<file path="config.mk">
export PLATFORM = sky130hd
export DESIGN_NAME = poc_ctrl
export DESIGN_NICKNAME = d
export VERILOG_FILES = /design/src/hw/rtl/poc_pkg.sv /design/src/hw/rtl/poc_ctrl.sv
export SDC_FILE = /design/constraint.sdc
export NUM_CORES = 1
export LEC_CHECK = 0
export ABC_AREA = 1
export BUFFER_PORTS_ARGS = -buffer_cell sky130_fd_sc_hd__buf_4
export CORE_AREA = 2 2 39 41
export DETAILED_ROUTE_END_ITERATION = 10
export DIE_AREA = 0 0 41 43
export MAX_ROUTING_LAYER = met4
export PLACE_DENSITY = 0.58
export SLEW_MARGIN = 25
export SYNTH_ARGS = -nofsm -noshare
export SYNTH_HDL_FRONTEND = slang
export SYNTH_SLANG_ARGS = --single-unit
</file>
<file path="constraint.sdc">
create_clock -name clk_i -period 1.4 [get_ports clk_i]
set_clock_uncertainty 0.15 [all_clocks]
set_input_delay 0.14 -clock clk_i [delete_from_list [all_inputs] [get_ports clk_i]]
set_output_delay 0.14 -clock clk_i [all_outputs]
set_load 0.005 [all_outputs]
</file>
<file path="src/hw/rtl/poc_pkg.sv">
`timescale 1ns / 1ps
`default_nettype none
// ----------------------------------------------------------------------------
// Precedence order checker package
// Shared sizes, payload types and the command and status bundles that join
// the controller to the datapath.
// ----------------------------------------------------------------------------
package poc_pkg;

  localparam int unsigned PAGES   = 128;
  localparam int unsigned MAX_LEN = 32;

  localparam int unsigned PAGE_W = 7;
  localparam int unsigned POS_W  = 6;
  localparam int unsigned PIDX_W = $clog2(PAGES);
  localparam int unsigned LEN_W  = $clog2(MAX_LEN + 1);
  localparam int unsigned BUF_AW = (MAX_LEN > 1) ? $clog2(MAX_LEN) : 1;

  typedef logic [PAGE_W-1:0] page_t;
  typedef logic [PIDX_W-1:0] pidx_t;

  typedef enum logic {
    MODE_RULE = 1'b0,
    MODE_PAGE = 1'b1
  } mode_e;

  typedef struct packed {
    logic  mode;
    page_t before_page;
    page_t after_page;
    page_t page;
    logic  booklet_end;
  } in_item_t;

  typedef struct packed {
    page_t            out_page;
    logic [POS_W-1:0] position;
    logic             is_middle;
    logic             in_order;
    logic             overflow;
    logic             last;
  } out_item_t;

  typedef struct packed {
    logic accept;
    logic rule_wr;
    logic check;
    logic scan_shift;
    logic place;
    logic emit_rd;
    logic emit_ld;
    logic emit_next;
    logic clear;
  } poc_cmd_t;

  typedef struct packed {
    logic full;
    logic len_zero;
    logic hit;
    logic i_one;
    logic booklet_end;
    logic emit_last;
  } poc_status_t;

  // Matrix and candidate index of a page: the page number modulo PAGES.
  function automatic pidx_t page_index(input page_t p);
    if (PAGES >= (1 << PAGE_W)) begin
      return PIDX_W'(p);
    end else begin
      return PIDX_W'(p % PAGES);
    end
  endfunction

endpackage
`default_nettype wire

</file>
<file path="src/hw/rtl/poc_ctrl.sv">
`timescale 1ns / 1ps
`default_nettype none
// ----------------------------------------------------------------------------
// Precedence order checker controller
// Sequences rule writes, page checks, the insertion scan and booklet output.
// ----------------------------------------------------------------------------
module poc_ctrl import poc_pkg::*; (
  input  wire logic        clk_i,
  input  wire logic        rst_ni,
  input  wire logic        in_valid_i,
  input  wire logic        in_mode_i,
  output logic             in_ready_o,
  output logic             out_valid_o,
  input  wire logic        out_ready_i,
  input  wire poc_status_t status_i,
  output poc_cmd_t         cmd_o
);

  typedef enum logic [2:0] {
    S_IDLE,
    S_RULE,
    S_CHECK,
    S_SCAN,
    S_PLACE,
    S_EMIT_RD,
    S_EMIT_LD,
    S_EMIT_HOLD
  } state_e;

  state_e state_q, state_d;
  logic   out_valid_q, out_valid_d;

  always_comb begin
    state_d     = state_q;
    out_valid_d = out_valid_q;
    cmd_o       = '0;
    case (state_q)
      S_IDLE: begin
        if (in_valid_i) begin
          cmd_o.accept = 1'b1;
          state_d = (mode_e'(in_mode_i) == MODE_PAGE) ? S_CHECK : S_RULE;
        end
      end
      S_RULE: begin
        cmd_o.rule_wr = 1'b1;
        state_d = S_IDLE;
      end
      S_CHECK: begin
        if (status_i.full) begin
          state_d = status_i.booklet_end ? S_EMIT_RD : S_IDLE;
        end else begin
          cmd_o.check = 1'b1;
          state_d = status_i.len_zero ? S_PLACE : S_SCAN;
        end
      end
      S_SCAN: begin
        if (status_i.hit) begin
          state_d = S_PLACE;
        end else begin
          cmd_o.scan_shift = 1'b1;
          if (status_i.i_one) begin
            state_d = S_PLACE;
          end
        end
      end
      S_PLACE: begin
        cmd_o.place = 1'b1;
        state_d = status_i.booklet_end ? S_EMIT_RD : S_IDLE;
      end
      S_EMIT_RD: begin
        if (status_i.len_zero) begin
          cmd_o.clear = 1'b1;
          state_d = S_IDLE;
        end else begin
          cmd_o.emit_rd = 1'b1;
          state_d = S_EMIT_LD;
        end
      end
      S_EMIT_LD: begin
        cmd_o.emit_ld = 1'b1;
        out_valid_d = 1'b1;
        state_d = S_EMIT_HOLD;
      end
      S_EMIT_HOLD: begin
        if (out_ready_i) begin
          out_valid_d = 1'b0;
          if (status_i.emit_last) begin
            cmd_o.clear = 1'b1;
            state_d = S_IDLE;
          end else begin
            cmd_o.emit_next = 1'b1;
            state_d = S_EMIT_RD;
          end
        end
      end
      default: begin
        state_d = S_IDLE;
      end
    endcase
  end

  always_ff @(posedge clk_i or negedge rst_ni) begin
    if (!rst_ni) begin
      state_q     <= S_IDLE;
      out_valid_q <= 1'b0;
    end else begin
      state_q     <= state_d;
      out_valid_q <= out_valid_d;
    end
  end

  assign in_ready_o  = (state_q == S_IDLE);
  assign out_valid_o = out_valid_q;

endmodule
`default_nettype wire

</file>
==> results of run 1 <==
-- area by class of cell --
cell class	instances	area, um^2	area share
clock buffer	3	22.5	0.0287
inverter	14	55.1	0.0702
multi-input combinational	54	299	0.381
sequential	4	104	0.132
tap	16	20.0	0.0255
timing repair buffer	35	284	0.362
-- sequential cells by signal (all words and copies together) (netlist names) --
signal,flops
out_valid_o,1
state_q,3
-- cell families after synthesis --
| family | synth area share |
|---|---|
| simple gates | 0.549 |
| buf+inv | 0.173 |
| flops | 0.231 |
| compound gates | 0.0462 |
-- power breakdown --
part	internal, mW	total, mW	switching, mW
registers	0.175	0.273	0.0980
logic	0.451	0.865	0.414
clock network	0.0959	0.144	0.0476
total	0.722	1.28	0.559
-- timing repair --
action / CTS / global route
hold buffers: 1 / 0
resized for setup: 15 / 6
setup endpoints to repair: 10 / 13
buffers inserted: 9 / 2
pin swaps: 5 / 7
endpoints found under the hold margin: 4 / 0
-- layer usage --
metal / share of wire / wire length [um] / GRT usage / up-vias
met2: 0.55 / 743 / 0.263 / 10
met5: 0 / 0 / - / -
met1: 0.41 / 552 / 0.213 / 258
met3: 0.016 / 21 / 0 / 2
li1: - / - / - / 298
met4: 0.017 / 23 / 0.0800 / 0
-- through the flow --
step / util / cell area [um^2] / hold slack, ps / std cells
final: 0.567 / 785 / 82.3 / 126
after global routing: 0.567 / 785 / 104 / 126
after CTS: 0.538 / 744 / 69.6 / 124
after detailed placement: 0.436 / 603 / -212 / 111
after global placement: 0.436 / 603 / -213 / 111
after floorplan: - / 433 / -306 / 74
-- worst min-delay path, cell delays in order --
cell and delay (ps):
buf_4 90, nand2_4 50, inv_2 30, nor2_1 30, nand2_1 50, nand2_1 40
-- placed cells by master, fill, tap and decap left out, drive strengths merged --
| master | netlist | routed |
|---|---|---|
| a21oi | 2 | 2 |
| buf | 2 | 34 |
| clkbuf | 0 | 3 |
| dfrtp | 4 | 4 |
| dlygate4sd3 | 0 | 1 |
| inv | 13 | 14 |
| nand2 | 26 | 26 |
| nand3 | 6 | 6 |
| nand3b | 1 | 1 |
| nand4 | 2 | 2 |
| nor2 | 12 | 12 |
| nor3 | 3 | 3 |
| o21ai | 2 | 2 |
-- final timing paths --
check | start | to | cells past startpoint
worst min register to register | out_valid_o | out_valid_o | 2
worst min-delay path | in_mode_i | state_q[0] | 6
worst max register to register | state_q[0] | state_q[2] | 8
max in group asynchronous | rst_ni | state_q[2] | 2
min in group asynchronous | rst_ni | state_q[1] | 2
worst max-delay path | state_q[1] | cmd_o[6] | 4
==> metrics.md, run 1 <==
| Metric | Value |
|---|---|
| Status | complete, but fails checks |
| Failing checks | setup timing |
| Register-to-register setup slack | 20 ps |
| P per Cell Area | 1630 mW/mm^2 |
| Avg WL per Cell | 10.6 um |
| Crit path capture type | output port |
| Worst EP arrival | 1150 ps |
| DP Worst Slack | 38.6 ps |
| Seq/Total Area, Yosys | 0.231 |
| Area of the core | ~0.0014 mm^2 |
| Buffers on Ports | 21 |
| TritonCTS clock tree | yes |
| Setup violators final | 7 |
| Sink Count | 4 |
| Maximum buffer depth of the clock tree | 2 |
| CP startpoint kind | register |
| Most numerous cell in the Yosys netlist | nand2_1 |
| H-tree depth | 1 |
| Worst ir drop on vdd | roughly 0.7 mV |
| Initial antenna violation count | 0 |
| Gr ovfl total | 0 |
| Synth area leaders | dfrtp_1 23%, nand2_1 19%, nor2_1 8.7% |
| Worst-path fanout max | 6 |
| Fill cells | between 100 and 150 |
| First-pass GRT wire length | approximately 2000 um |
| Root Driver | clkbuf_4 |
| Syn. warnings | 0 |
| Row Count | 14 |
| RSZ-0062 raised after global routing | true |
| Die width | 41 um |
| DIE AREA | roughly 0.0018 mm^2 |
| Final Slew Violations | 0 |
| MaxCap Viol Count | 0 |
| # diodes | 0 |
| Syn nets | 85 |
| CP Buf/Inv Count | 2 |
| Share of layout cells above drive strength 1 | 0.545 |
| Initial Utilization | 0.313 |
| Cell count after synthesis | 74 |
| Synth Register Bits | 4 |
| CP cell instances | buf_6 > nand2_2 > nor3_2 > buf_4 |
| Worst setup margin | -43.2 ps |
| Max_slew headroom | 0.856 |
| Max frequency | 0.693 GHz |
| Worst-Skew Late Latency | 240 ps |
| Synth cell count leaders | 22 x nand2_1, 10 x nor2_1, 9 x inv_1 |
| Clk pin slew, worst setup/hold paths | 40 ps |
| Post-synth top area cell | dfrtp_1 |
| Via density per instance | 4.51 |
| Mapped Area | 433 um^2 |
| Hold Fails Final Rpt | 0 |
| Setup_tns | -218 ps |
| Final period util | 1.03 |
| Static Leakage | between 0.4 and 0.5 nW |
| Asr flop ratio synth | 1.00 |
| DR DRC count | 0 |
| Hpwl dp | 883 um |
| Post-route ant nets | 0 |
| Ys flop type | dfrtp_1 |
| Post-synth EDFFs | 0 |
| Count of cell types in the netlist | 17 |
| Area grow syn2layout | 81.2% |
| Fin nets | 123 |
| Kind of critical path | register to output port |
| Worst-Margin Slew | 216 ps |
| HP Class | primary input to register |
| Drt first pass iters | 4 |
| Min cycle time layout | 1440 ps |
| Critical path data required time | 1110 ps |
| Initial DRC count | 2 |
| Via count | 568 |
| Pwr Total | 1.28 mW |
| Post-synthesis average cell area | ~5.9 um^2 |
| Largest stage delay on the critical path | around 450 ps |
| All-Layer GR Usage | 0.167 |
| Vias in the first global route | 502 |
| CTS buffer count | 3 |
| Die Y | between 40 and 50 um |
| Delay-heaviest family, CP | flip-flops |
| Slowest cell on the critical path | dfrtp_2 |
| Top Ports | 22 |
| Synth top area share | 0.231 |
| Final wirelength | 1340 um |
| Largest net degree at the start of global routing | 9 |
| GPL Wtd Cong | between 0.7 and 0.8 |
(Power assumes the default switching activity.)
==> run 2: changes to the inputs <==
--- a/constraint.sdc
+++ b/constraint.sdc
@@ -3,3 +3,3 @@
 set_input_delay 0.14 -clock clk_i [delete_from_list [all_inputs] [get_ports clk_i]]
 set_output_delay 0.14 -clock clk_i [all_outputs]
-set_load 0.005 [all_outputs]
+set_load 0.1 [all_outputs]
==> run 2 against run 1 <==
Compared with the run above: the flow still finishes with violations (setup timing); global-route usage grew 0.95 points; cell area grew 30%; combinational power grew 110%; clock power grew 10%; flip-flop and latch count is the same; wire length grew 0.75%; worst setup slack lost 160 ps; final cell count grew 1.6%; worst hold slack lost 7.0 ps; first-iteration DRC count grew to 5.5 times the previous value; via count grew 3.2%; die area is the same.
==> metrics.md, run 2 (synthesis results as in run 1) <==
| Metric | Value |
|---|---|
| Status | complete, but fails checks |
| Failing checks | setup timing |
| Hpwl dp | 917 um (+3.8%) |
| Setup_tns | -1730 ps (-1510 ps) |
| Top Ports | 22 (unchanged) |
| Initial antenna violation count | 0 (unchanged) |
| Root Driver | clkbuf_4 |
| Via density per instance | 4.58 (+1.6%) |
| Die width | 41 um (unchanged) |
| Final period util | 1.15 (+0.115) |
| Min-Delay Path Depth | 6 (unchanged) |
| Area of the core | 0.00138 mm^2 (unchanged) |
| Fin nets | 124 (+0.81%) |
| Worst-Margin Slew | 276 ps (+60.9 ps) |
| Sink Count | 4 (unchanged) |
| Critical path data required time | 1110 ps (about the same) |
| WHS | 75.3 ps (-6.98 ps) |
| # diodes | 0 (unchanged) |
| Worst r2r path cells | 8 (unchanged) |
| Drt first pass iters | 4 (unchanged) |
| DIE AREA | 0.00176 mm^2 (unchanged) |
| Max frequency | 0.623 GHz (-10%) |
| Clk pin slew, worst setup/hold paths | 40 ps (about the same) |
| P per Cell Area | 2240 mW/mm^2 (+37%) |
| Avg WL per Cell | 10.6 um (-0.83%) |
| Post-route ant nets | 0 (unchanged) |
| Worst EP arrival | 1310 ps (+160 ps) |
| CP startpoint kind | register |
| Initial DRC count | 11 (+9) |
| Initial Utilization | 0.313 (unchanged) |
| Static Leakage | 0.501 nW (+4.6%) |
| Min cycle time layout | 1600 ps (+161 ps) |
| Commonest non-fill, non-tap cell in the layout | buf_4 |
| Startpoint of the worst hold path | in_mode_i |
| DR DRC count | 0 (unchanged) |
| Area grow syn2layout | 135% |
| Crit path capture type | output port |
| Vias in the first global route | 510 (+1.6%) |
| MaxCap Viol Count | 0 (unchanged) |
| Maximum buffer depth of the clock tree | 2 (unchanged) |
| Via count | 586 (+3.2%) |
| All-Layer GR Usage | 0.176 (+0.00950) |
| First-pass GRT wire length | 2060 um (+3.5%) |
| Row Count | 14 (unchanged) |
| Fill cells | 105 (-30%) |
| Max_slew headroom | 0.817 (-0.0385) |
| Most frequent cells in the layout | 21 x buf_4, 16 x nand2_1, 10 x buf_12 |
| # placed instances | 115 (+3.6%) |
| Area of the multi-input gates | 378 um^2 (+26%) |
| Gr ovfl total | 0 (unchanged) |
| Reg2reg start | state_q[0] |
| GPL Wtd Cong | 0.767 (-1.3%) |
| Final Slew Violations | 0 (unchanged) |
| Worst-Skew Late Latency | 240 ps (about the same) |
| DP Worst Slack | -107 ps (-145 ps) |
| CTS buffer count | 3 (unchanged) |
| Worst setup margin | -204 ps (-161 ps) |
| Share of layout cells above drive strength 1 | 0.643 (+0.0974) |
| Setup violators final | 13 (+6) |
| FF/Latch Area | 104 um^2 (unchanged) |
| Reg2reg end | out_valid_o |
| Buffers on Ports | 21 (unchanged) |
| Final wirelength | 1350 um (+0.75%) |
| RSZ-0062 raised after global routing | true |
| H-tree depth | 1 (unchanged) |
| Largest Register | state_q |
| Register-to-register setup slack | -50 ps (-70 ps) |
| Largest net degree at the start of global routing | 8 (-1) |
| Max reg flops | 3 (unchanged) |
| HP Class | primary input to register |
| Worst ir drop on vdd | 1.85 mV (+160%) |
| Hold Fails Final Rpt | 0 (unchanged) |
| Non-filler cells, final | 128 (+1.6%) |
| Die Y | 43 um (unchanged) |
| Kind of critical path | register to output port |
| Worst-path fanout max | 7 (+1) |
| TritonCTS clock tree | yes |
| Hold endpoint | state_q[0] |
-- run 2: cell count changes in the layout (fill, tap and decap cells not counted), moves of 2 or more --
cell	before	now
buf_12	0	10
buf_4	29	21
nand2_1	20	16
nor2_1	10	6
clkinvlp_4	0	3
inv_1	9	6
nand2_4	1	4
nor3_2	3	0
nor3_4	0	3
inv_2	4	2
nor2_2	1	3
nor2_4	1	3
-- run 2: through the flow --
stage / total power [mW] / cell area [um^2] / util
detailed placement: 1.67 / 723 / 0.523
CTS: 2.17 / 941 / 0.680
global placement: 1.67 / 723 / 0.523
global route: 2.41 / 1020 / 0.735
finish: 2.28 / 1020 / 0.735
floorplan: 1.42 / 523 / -
-- run 2: report_power, final --
group,internal [mW],total [mW],leakage [nW],switching (mW)
Sequential,0.175,0.273,0.0454,0.0983
Combinational,0.691,1.85,0.440,1.16
Clock,0.107,0.159,0.0150,0.0514
Total,0.973,2.28,0.501,1.31
-- run 2: what timing repair did --
| item | 4_1_cts | 5_1_grt |
|---|---|---|
| endpoints found under the setup margin | 10 | 14 |
| endpoints found under the hold margin | 4 | 0 |
| gates resized for setup | 40 | 13 |
| hold buffers | 1 | 0 |
| buffers inserted | 4 | 4 |
| pin swaps | 7 | 8 |
-- run 2: how the worst max path moves through the flow --
stage | start | to | slack, ps | cells past startpoint
finish | state_q[0] | cmd_o[8] | -200 | 4
floorplan | state_q[2] | cmd_o[5] | -250 | 2
global route | state_q[0] | cmd_o[8] | -270 | 4
detailed placement | state_q[1] | cmd_o[8] | -110 | 4
global placement | state_q[1] | cmd_o[8] | -90 | 4
CTS | state_q[0] | cmd_o[0] | -190 | 5
-- run 2: layer usage --
metal	up-vias	part of all wire	global-route usage
li1	305	-	-
met5	-	0	-
met1	265	0.39	0.211
met3	0	0.051	0.0471
met4	0	0	0.0600
met2	16	0.56	0.275
-- run 2: worst max-delay path, stage by stage, from the launching register on --
cell	delay (ps)
dfrtp_2	480
nor2_4	200
nand2_4	100
nor2_4	110
buf_12	180
-- run 2: layout make-up --
class | count | share of cell area
Clock buffer | 4 | 0.0258
Inverter | 14 | 0.0750
Multi-Input combinational cell | 54 | 0.371
Sequential cell | 4 | 0.102
Tap cell | 16 | 0.0197
Timing Repair Buffer | 36 | 0.406
==> run 3: changes to the inputs <==
- ABC_AREA: 1 -> default
- BUFFER_PORTS_ARGS: -buffer_cell sky130_fd_sc_hd__buf_4 -> default
- DONT_BUFFER_PORTS: default -> 1
- PLACE_DENSITY: 0.58 -> 0.42
==> run 3 against run 2 <==
Compared with the run above: the run still ends with setup timing left; final cell count shrank 21%; via count shrank 3.9%; core utilization decreased by 2.7 points; synthesized cell count shrank 27%; die area unchanged; global-route usage grew 0.52 points; non-clock buffer count is 6 lower.
==> metrics.md, run 3 <==
| Metric | Value |
|---|---|
| Worst-Margin Slew | 291 ps (+14.3 ps) |
| Via density per instance | 5.57 (+22%) |
| Design area | 980 um^2 (-3.7%) |
| Critical path data required time | 1110 ps (about the same) |
| Synth area leaders | dfrtp_1 25%, nand2_1 5.6%, nor2_1 5.6% |
| Hpwl dp | 955 um (+4.1%) |
| Post-route ant nets | 0 (unchanged) |
| MaxCap Viol Count | 0 (unchanged) |
| Most frequent cells in the layout | 11 x buf_4, 10 x buf_12, 4 x nor3_4, 4 x dlygate4sd3_1, 4 x buf_6 |
| DIE AREA | 0.00176 mm^2 (unchanged) |
| Syn nets | 65 (-24%) |
| Root Driver | clkbuf_4 |
| Die width | 41 um (unchanged) |
| CTS buffer count | 3 (unchanged) |
| Initial antenna violation count | 0 (unchanged) |
| Worst-path fanout max | 2 (-5) |
| All-Layer GR Usage | 0.181 (+0.00518) |
| Mapped Area | 403 um^2 (-6.9%) |
| Post-synth top area cell | dfrtp_1 |
| First-pass GRT wire length | 2220 um (+7.7%) |
| Delay-heaviest family, CP | simple AND/OR/NAND/NOR gates |
| Drt first pass iters | 4 (unchanged) |
| # placed instances | 84 (-27%) |
| Gr ovfl total | 0 (unchanged) |
| Static Leakage | 0.400 nW (-20%) |
| HP Class | primary input to async pin |
| GPL Wtd Cong | 0.880 (+15%) |
| CP cell instances | or3_4 > clkinvlp_4 > and2_4 |
| Initial Utilization | 0.291 (-0.0217) |
| P per Cell Area | 2500 mW/mm^2 (+11%) |
| Register-to-register setup slack | -140 ps (-90 ps) |
| Crit path capture type | output port |
| Final period util | 1.25 (+0.104) |
| Max frequency | 0.571 GHz (-8.3%) |
| Failing checks | setup timing |
| Ys flop type | dfrtp_1 |
| Post-synth EDFFs | 0 (unchanged) |
| CP startpoint kind | register |
| Area of the core | 0.00138 mm^2 (unchanged) |
| Reg2reg end | state_q[1] |
| Synth Register Bits | 4 (unchanged) |
| Commonest non-fill, non-tap cell in the layout | buf_4 |
| Top Ports | 22 (unchanged) |
| Max_slew headroom | 0.807 (-0.0101) |
| DP Area | 722 um^2 (-0.17%) |
| Avg WL per Cell | 16.6 um (+58%) |
| Worst setup margin | -350 ps (-146 ps) |
| Die Y | 43 um (unchanged) |
| Status | complete, but fails checks |
| Worst ir drop on vdd | 1.33 mV (-28%) |
| Worst EP arrival | 1460 ps (+150 ps) |
| # diodes | 0 (unchanged) |
| Largest net degree at the start of global routing | 12 (+4) |
| TritonCTS clock tree | yes |
| Via count | 563 (-3.9%) |
| Fin nets | 97 (-22%) |
| Synth top area share | 0.248 (+0.0172) |
| Min cycle time layout | 1750 ps (+146 ps) |
| WHS | 15.4 ps (-60.0 ps) |
| Asr flop ratio synth | 1.00 (unchanged) |
| Worst-Skew Late Latency | 240 ps (about the same) |
| Reg2reg start | state_q[0] |
| Max reg flops | 3 (unchanged) |
| DR DRC count | 0 (unchanged) |
| Vias in the first global route | 516 (+1.2%) |
| Final Slew Violations | 0 (unchanged) |
| Count of cell types in the netlist | 30 (+13) |
| CP Buf/Inv Count | 1 (unchanged) |
| CP Launch Point | state_q[0] |
| Largest stage delay on the critical path | 420 ps (-60 ps) |
| Levels on crit path | 3 (-1) |
| Area grow syn2layout | 143% |
| Kind of critical path | register to output port |
| Hold Fails Final Rpt | 0 (unchanged) |
| Initial DRC count | 16 (+5) |
| Final wirelength | 1680 um (+24%) |
| Share of layout cells above drive strength 1 | 0.659 (+0.0160) |
| Syn. warnings | 0 (unchanged) |
| Setup violators final | 13 (unchanged) |
| Sink Count | 4 (unchanged) |
| Slowest cell on the critical path | or3_4 |
| Seq/Total Area, Yosys | 0.248 (+0.0172) |
| Row Count | 14 (unchanged) |
| Buffers on Ports | 0 (-100%) |
| Cell count after synthesis | 54 (-27%) |
| Worst r2r path cells | 4 (-4) |
| Post-synthesis average cell area | 7.46 um^2 (+28%) |
| DP Worst Slack | -94.7 ps (+12.0 ps) |
| CP endpoint | cmd_o[8] |
| Synth cell count leaders | 6 x nand2_1, 6 x nor2_1, 4 x dfrtp_1, 4 x inv_1 |
| Pwr Total | 2.45 mW (+7.3%) |
| RSZ-0062 raised after global routing | true |
| Largest Register | state_q |
| Maximum buffer depth of the clock tree | 2 (unchanged) |
| Non-filler cells, final | 101 (-21%) |
| H-tree depth | 1 (unchanged) |
| Clk pin slew, worst setup/hold paths | 50 ps (about the same) |
[run 3: cell types whose count changed in the layout (fill, tap and decap cells not counted), sizes merged, moves of 3 or more]
cell / before / now
nand3: 6 / 2
inv: 11 / 3
dlygate4sd3: 1 / 4
nor2: 12 / 6
buf: 35 / 25
nand2: 26 / 6
[run 3: kinds of logic (layout without fill, tap and decap cells)]
family,count (synthesis),in the layout,share of synthesized area
compound gates,16,16,0.314
buf+inv,8,39,0.0962
flops,4,4,0.248
simple gates,26,26,0.342
[run 3: stage by stage]
stage | TNS [ps] | util
floorplan | -2670 | -
global placement | -174 | 0.522
detailed placement | -368 | 0.522
CTS | -2330 | 0.637
global route | -3310 | 0.708
finish | -2910 | 0.708
[run 3: how the worst min path moves through the flow]
stage | from | to | slack, ps
3_5_place_dp | rst_ni | state_q[2] | -310
3_3_place_gp | rst_ni | state_q[1] | -310
2_1_floorplan | rst_ni | out_valid_o | -310
5_1_grt | rst_ni | out_valid_o | 30
4_1_cts | status_i[2] | state_q[0] | 20
6_report | rst_ni | out_valid_o | 20
[run 3: repair_timing]
action | in CTS | in global routing
resized for setup | 17 | 9
pin swaps | 5 | 2
buffers inserted | 4 | 4
cloned | 0 | 1
setup endpoints to repair | 13 | 13
hold buffers | 4 | 0
endpoints found under the hold margin | 7 | 0
[run 3: where the power goes]
part | internal, mW | switching (mW)
combinational | 0.835 | 1.23
sequential | 0.169 | 0.0451
clock | 0.108 | 0.0633
[run 3: final cells by class]
cell class / count / area (um^2)
sequential: 4 / 101
clock buffer: 4 / 26.3
fill: 100 / 404
timing repair buffer: 30 / 393
tap: 16 / 20.0
inverter: 5 / 37.5
multi-input combinational: 42 / 402
[run 3: worst reg2reg max path, stage by stage (launching register included)]
cell and delay (ps):
dfrtp_1 400, or3_4 420, buf_4 140, buf_4 130, o22a_1 190
[run 3: routing by layer]
layer / GRT usage / vias to the layer above / wire length (um)
li1: - / 253 / -
met1: 0.237 / 274 / 592
met2: 0.288 / 30 / 959
met3: 0.00524 / 6 / 89
met4: 0.0667 / 0 / 39
met5: - / - / 0
